File: src/rtl/chgs_pkg.sv
// Shared types and constants of the convex hull block.
package chgs_pkg;

    localparam int HULL_COUNT_BITS = 7;

    typedef struct packed {
        logic done;
        logic neg;
        logic zero;
        logic dist_lt;
    } cross_res_t;

endpackage

File: src/rtl/chgs_cross.sv
// Staged sign of the cross product (a - p) x (b - p) with a distance tie-break, one at a time.
module chgs_cross #(
    parameter int COORD_BITS = 24
) (
    input  logic                         clk,
    input  logic                         rst_n,
    input  logic                         start,
    input  logic signed [COORD_BITS-1:0] px,
    input  logic signed [COORD_BITS-1:0] py,
    input  logic signed [COORD_BITS-1:0] ax,
    input  logic signed [COORD_BITS-1:0] ay,
    input  logic signed [COORD_BITS-1:0] bx,
    input  logic signed [COORD_BITS-1:0] by,
    output chgs_pkg::cross_res_t         res
);
    import chgs_pkg::*;

    localparam int DW = COORD_BITS + 1;
    localparam int PW = 2 * DW;

    logic [3:0]           st_reg;
    logic                 done_reg;
    logic signed [DW-1:0] x1_reg;
    logic signed [DW-1:0] y1_reg;
    logic signed [DW-1:0] x2_reg;
    logic signed [DW-1:0] y2_reg;
    logic signed [PW-1:0] p1_reg;
    logic signed [PW-1:0] p2_reg;
    logic [DW:0]          da_reg;
    logic [DW:0]          db_reg;
    logic                 lt_reg;
    logic                 neg_reg;
    logic                 zero_reg;
    logic signed [PW:0]   diff;

    function automatic logic [DW:0] l1_dist(input logic signed [DW-1:0] u,
                                            input logic signed [DW-1:0] v);
        logic [DW-1:0] au;
        logic [DW-1:0] av;
        au = u[DW-1] ? DW'(-u) : DW'(u);
        av = v[DW-1] ? DW'(-v) : DW'(v);
        return (DW+1)'(au) + (DW+1)'(av);
    endfunction

    assign diff = (PW+1)'(p1_reg) - (PW+1)'(p2_reg);

    always_ff @(posedge clk or negedge rst_n)
    begin
        if (!rst_n)
        begin
            st_reg   <= '0;
            done_reg <= 1'b0;
        end
        else
        begin
            st_reg   <= {st_reg[2:0], start};
            done_reg <= st_reg[3];
        end
    end

    // Operands are sampled in the cycle after start.
    always_ff @(posedge clk)
    begin
        if (st_reg[0])
        begin
            x1_reg <= DW'(ax) - DW'(px);
            y1_reg <= DW'(ay) - DW'(py);
            x2_reg <= DW'(bx) - DW'(px);
            y2_reg <= DW'(by) - DW'(py);
        end
        if (st_reg[1])
        begin
            p1_reg <= PW'(x1_reg) * PW'(y2_reg);
            da_reg <= l1_dist(x1_reg, y1_reg);
            db_reg <= l1_dist(x2_reg, y2_reg);
        end
        if (st_reg[2])
        begin
            p2_reg <= PW'(x2_reg) * PW'(y1_reg);
            lt_reg <= da_reg < db_reg;
        end
        if (st_reg[3])
        begin
            neg_reg  <= diff[PW];
            zero_reg <= diff == '0;
        end
    end

    assign res = '{done: done_reg, neg: neg_reg, zero: zero_reg, dist_lt: lt_reg};

    a_start_idle: assert property (@(posedge clk) disable iff (!rst_n)
        start |-> (st_reg == '0) && !done_reg)
        else $error("cross product started while busy");

    a_one_in_flight: assert property (@(posedge clk) disable iff (!rst_n)
        $onehot0({st_reg, done_reg}))
        else $error("more than one cross product in flight");

endmodule

File: config.mk
export PLATFORM = sky130hd
export DESIGN_NAME = chgs_cross
export DESIGN_NICKNAME = d
export VERILOG_FILES = /design/src/rtl/chgs_pkg.sv /design/src/rtl/chgs_cross.sv
export SDC_FILE = /design/constraint.sdc
export NUM_CORES = 2
export LEC_CHECK = 0
export BUFFER_PORTS_ARGS = -buffer_cell sky130_fd_sc_hd__buf_2
export CORE_MARGIN = 4
export CORE_UTILIZATION = 35
export CTS_BUF_LIST = sky130_fd_sc_hd__clkbuf_16
export CTS_CLUSTER_SIZE = 8
export DETAILED_ROUTE_END_ITERATION = 16
export HOLD_SLACK_MARGIN = 0.1
export RECOVER_POWER = 25
export SLEW_MARGIN = 20
export SYNTH_ARGS = -nofsm -noshare
export SYNTH_HDL_FRONTEND = slang
export SYNTH_SLANG_ARGS = --single-unit
File: constraint.sdc
create_clock -name clk -period 13.3 [get_ports clk]
set_clock_uncertainty 0.2 [all_clocks]
set_input_delay 3.325 -clock clk [delete_from_list [all_inputs] [get_ports clk]]
set_output_delay 3.325 -clock clk [all_outputs]
set_load 0.01 [all_outputs]
# After elaboration in Yosys (flattened, before gate mapping)
# Cells that the tools add are included.
# Widths: inputs -> output; s select.
word_totals:
  inputBits: 147
  elab_cells: 32
  ff_bits: 260
classes:
  n_reduce_logical: 1
  n_mux: 4
  magnitude_cmp: 1
  add_sub_neg: 11
  multipliers: 2
ops:
  columns: ["operator", "count"]
  rows:
  - ["$mul 25x25->50", 2]
  - ["$mux 25", 4]
  - ["$neg 25->25", 4]
  - ["$sub 24x24->25", 4]
  - ["$add 25x25->26", 2]
  - ["$logic_not 51->1", 1]
  - ["$sub 50x50->51", 1]
  - ["$lt 26x26->1", 1]

# Depth between registers and ports, before layout
depth:
  depth_word: 3
  depth_mapped: 31
  depth_no_buf: 29

# Worst setup path before layout
# No wires, ideal clock.
synth_timing:
  path_type: "reg2reg"
  startpoint: "reg x1_reg[24]"
  endpoint: "reg p1_reg[48], data pin"
  arrival_ns: 7.464
  path_buffers: 2
  setup_slack_ns: 5.378
  required_time_ns: 12.842
  period_less_slack_ns: 7.922
  path_stages_with_launch: 30
  cell_sequence: "edfxtp_1 > clkbuf_1 > clkbuf_1 > nand2_1 > inv_1 > fa_1 > fa_1 > inv_1 > fa_1 > fa_1 > inv_1 > fa_1 > fa_1 > inv_1 > fa_1 > inv_1 > ha_1 > a21o_1 > a21o_1 > a21oi_1 > o211ai_1 > or4b_2 > nand2_1 > o21ai_0 > a41oi_1 > o211ai_1 > nand3_1 > o21ai_0 > a21oi_1 > xnor2_1"
synth_via:
  elab_chain_len: 1
synth_lines:
  columns: ["element", "line_no", "text"]
  rows:
  - ["start, declared", "chgs_cross.sv:23", "logic signed [DW-1:0] x1_reg;"]
  - ["start signal, assigned", "chgs_cross.sv:66", "x1_reg <= DW'(ax) - DW'(px);"]
  - ["$mul 25x25->50", "chgs_cross.sv:73", "p1_reg <= PW'(x1_reg) * PW'(y2_reg);"]
  - ["end signal, assigned", "chgs_cross.sv:73", null]
  - ["end, declared", "chgs_cross.sv:27", "logic signed [PW-1:0] p1_reg;"]
# No other way between the ends.
# A chain may end at the register's enable or synchronous reset.

# Final worst setup path
layout_timing:
  startpoint: "reg y2_reg[8]"
  endpoint: "reg p1_reg[49], data pin"
layout_via:
  elab_chain_len: 1
layout_lines:
  columns: ["element", "line_no", "text"]
  rows:
  - ["start, declared", "chgs_cross.sv:26", "logic signed [DW-1:0] y2_reg;"]
  - ["start signal, assigned", "chgs_cross.sv:69", "y2_reg <= DW'(by) - DW'(py);"]
  - ["$mul 25x25->50", "chgs_cross.sv:73", null]
# No other way between the ends.

==> flow_summary.json <==
{
  "syn_avg_cell_area_um2": 9.313,
  "fmax_ghz": 0.1055,
  "clk_path_buf_depth": 3,
  "multi_input_area_um2": 50510,
  "place_area_um2": 68660,
  "grt.total_usage": 0.1917,
  "critPathLaunchType": "register",
  "cts_made_buffers": 41,
  "ys.flop_type": "edfxtp_1",
  "clock_latency_ns": 0.64,
  "worst_ep_arrival_time_ns": 9.61,
  "die_y_um": 439.8,
  "coreArea_um2": 185400,
  "io_buffers": 150,
  "overflow": 0,
  "synthArstFlopShare": 0.01923,
  "n_fill_cell": 18735,
  "grt_pass1_vias": 50964,
  "cts_max_level": 2,
  "root_buffer": "clkbuf_16",
  "cts.repair.resized": 0,
  "setup_violations": 0,
  "violations": "capacitance limit, slew limit",
  "chipWidth_um": 439.8,
  "holdCritPathClass": "register to register",
  "vias": 47106,
  "relSlewSlack": -0.9673,
  "dieArea_um2": 193400,
  "rows": 158,
  "firstDrtPassIters": 7,
  "io_pins": 151,
  "m1WireLength_um": 72740,
  "worstMarginPinSlew_ns": 2.951,
  "antenna_found_initial": 6,
  "syn_inst": 7006,
  "synth_nets": 8983,
  "start_util": 0.3519,
  "area_growth_pct": 7.038,
  "avgViaCountPerCell": 4.965,
  "cts-hold-fix-buffers": 0,
  "ys_warn_count": 0,
  "cts_tree": "yes",
  "synth_top_area_cell": "fa_1",
  "clk_pin_slew_ns": 0.06,
  "hold_viol_final": 0,
  "syn-cell-area_um2": 65250,
  "drive_above_1_share": 0.04840,
  "grt_max_degree": 67,
  "synthTopCellsByCount": "1528 x inv_1, 1323 x fa_1, 766 x nand2_1, 605 x and2_1, 507 x ha_1",
  "yosysSeqAreaShare": 0.1193,
  "place_congestion": 0.8891,
  "drt_wl_total_um": 180800,
  "synth_seq_cells": 260,
  "synth.most_common_cell": "inv_1",
  "min_period_ns": 9.475,
  "grt_pass1_wl_um": 288400,
  "r2r_setup_slack_ns": 3.83,
  "clkSinkCount": 260,
  "drv_slew": 153,
  "final_nets": 8961,
  "crit_required_ns": 13.44,
  "drtIter0Drc": 2751,
  "post-route-drc-count": 0,
  "drv_cap": 4,
  "post_cts_buffers": 0,
  "drt.antenna.violating_nets": 0,
  "synth_top_area_share": 0.4059,
  "fin_tns_setup_ns": 0,
  "synthTopCellsByArea": "fa_1 41%, edfxtp_1 12%, ha_1 9.7%, inv_1 8.8%, and2_1 5.8%",
  "cp_max_fo": 30,
  "design_area_um2": 69840,
  "outcome": "finished with violations",
  "yosysUniqueCellTypes": 85,
  "synth-edff-count": 255,
  "period_share": 0.7124,
  "dp_hpwl_um": 146200,
  "wl_per_cell_um": 19.06,
  "regArea_um2": 7782,
  "met2_length_um": 90080,
  "critPathKind": "register to register",
  "wl_met3_um": 8068,
  "cp-end-kind": "register",
  "top_layer": "met4",
  "rsz0062_at_grt": "no"
}
[stage by stage]
step	cells	utilization	setup WS, ns	hold slack (ns)
final	9487	0.3766	3.825	0.2841
after global routing	9484	0.3766	3.426	0.2959
after CTS	9483	0.3767	3.950	0.2754
after detailed placement	9420	0.3703	3.977	0.2342
after global placement	9420	0.3702	4.065	0.2630
after floorplan	7006	-	5.378	0.1910
[final cells by class]
class | instances | share of cell area
Multi-Input combinational cell | 4899 | 0.7232
Antenna cell | 3 | 0.0001075
Tap cell | 2480 | 0.04443
Sequential cell | 260 | 0.1114
Timing Repair Buffer | 254 | 0.02171
Clock inverter | 22 | 0.002293
Clock buffer | 41 | 0.01469
Inverter | 1528 | 0.08212
[kinds of logic after synthesis]
kind of cell | synth area share
simple gates | 0.1488
buf+inv | 0.1068
fa+ha+maj | 0.5031
compound gates | 0.07613
xor+xnor | 0.04470
flops | 0.1193
mux | 0.001112
[per-layer routing]
metal / track usage / up-vias
li1: - / 21415
met1: 0.2382 / 24122
met2: 0.3361 / 1280
met3: 0.01950 / 289
met4: 0.08688 / 0
met5: 0 / -
[critical path, stage by stage (launching register included)]
cell and delay [ns]:
edfxtp_1 1.05, and2_1 0.27, fa_1 0.45, fa_1 0.51, inv_1 0.05, fa_1 0.48, inv_1 0.05, fa_1 0.50
inv_1 0.05, fa_1 0.53, inv_1 0.05, fa_1 0.48, inv_1 0.05, fa_1 0.49, inv_1 0.05, ha_1 0.33
nand2_1 0.11, or3_1 0.33, o21ai_0 0.49, o2111ai_1 0.25, o41ai_1 0.81, o21ai_0 0.30, a21oi_1 0.28, nand2_1 0.12
a31oi_1 0.40, a21oi_1 0.19, a31oi_1 0.23, xnor2_1 0.08
[cells in the final DEF, fill, tap and decap left out, drive strengths merged, types with 14 or more instances in the layout]
master / count
nand2: 766
nand2b: 61
inv: 1540
or4: 15
and2: 605
nor4: 17
clkbuf: 45
ha: 507
o31ai: 28
nand3: 59
xnor2: 265
buf: 250
o21a: 41
nand4: 23
and3: 24
a211oi: 22
a21o: 87
nor3: 66
fa: 1323
nor2: 212
nor2b: 43
a21oi: 222
o21ai: 180
xor2: 68
o41ai: 25
a2111oi: 14
o21bai: 27
edfxtp: 255
a31oi: 25
or3: 36
[path summary, 6_finish.rpt]
| path | depth (start not counted) | start | end |
|---|---|---|---|
| max in group asynchronous | 1 | rst_n | done_reg$_DFF_PN0_ |
| min in group asynchronous | 1 | rst_n | st_reg[3]$_DFF_PN0_ |
| worst max register to register | 27 | y2_reg[8]$_DFFE_PP_ | p1_reg[49]$_DFFE_PP_ |
| worst min-delay path | 0 | st_reg[3]$_DFF_PN0_ | done_reg$_DFF_PN0_ |
| worst max-delay path | 27 | y2_reg[8]$_DFFE_PP_ | p1_reg[49]$_DFFE_PP_ |
| worst min register to register | 0 | st_reg[3]$_DFF_PN0_ | done_reg$_DFF_PN0_ |
Power is left out: the tool's default activity adds up to more than one toggle a clock period on the data nets, which glitch-free logic cannot reach.
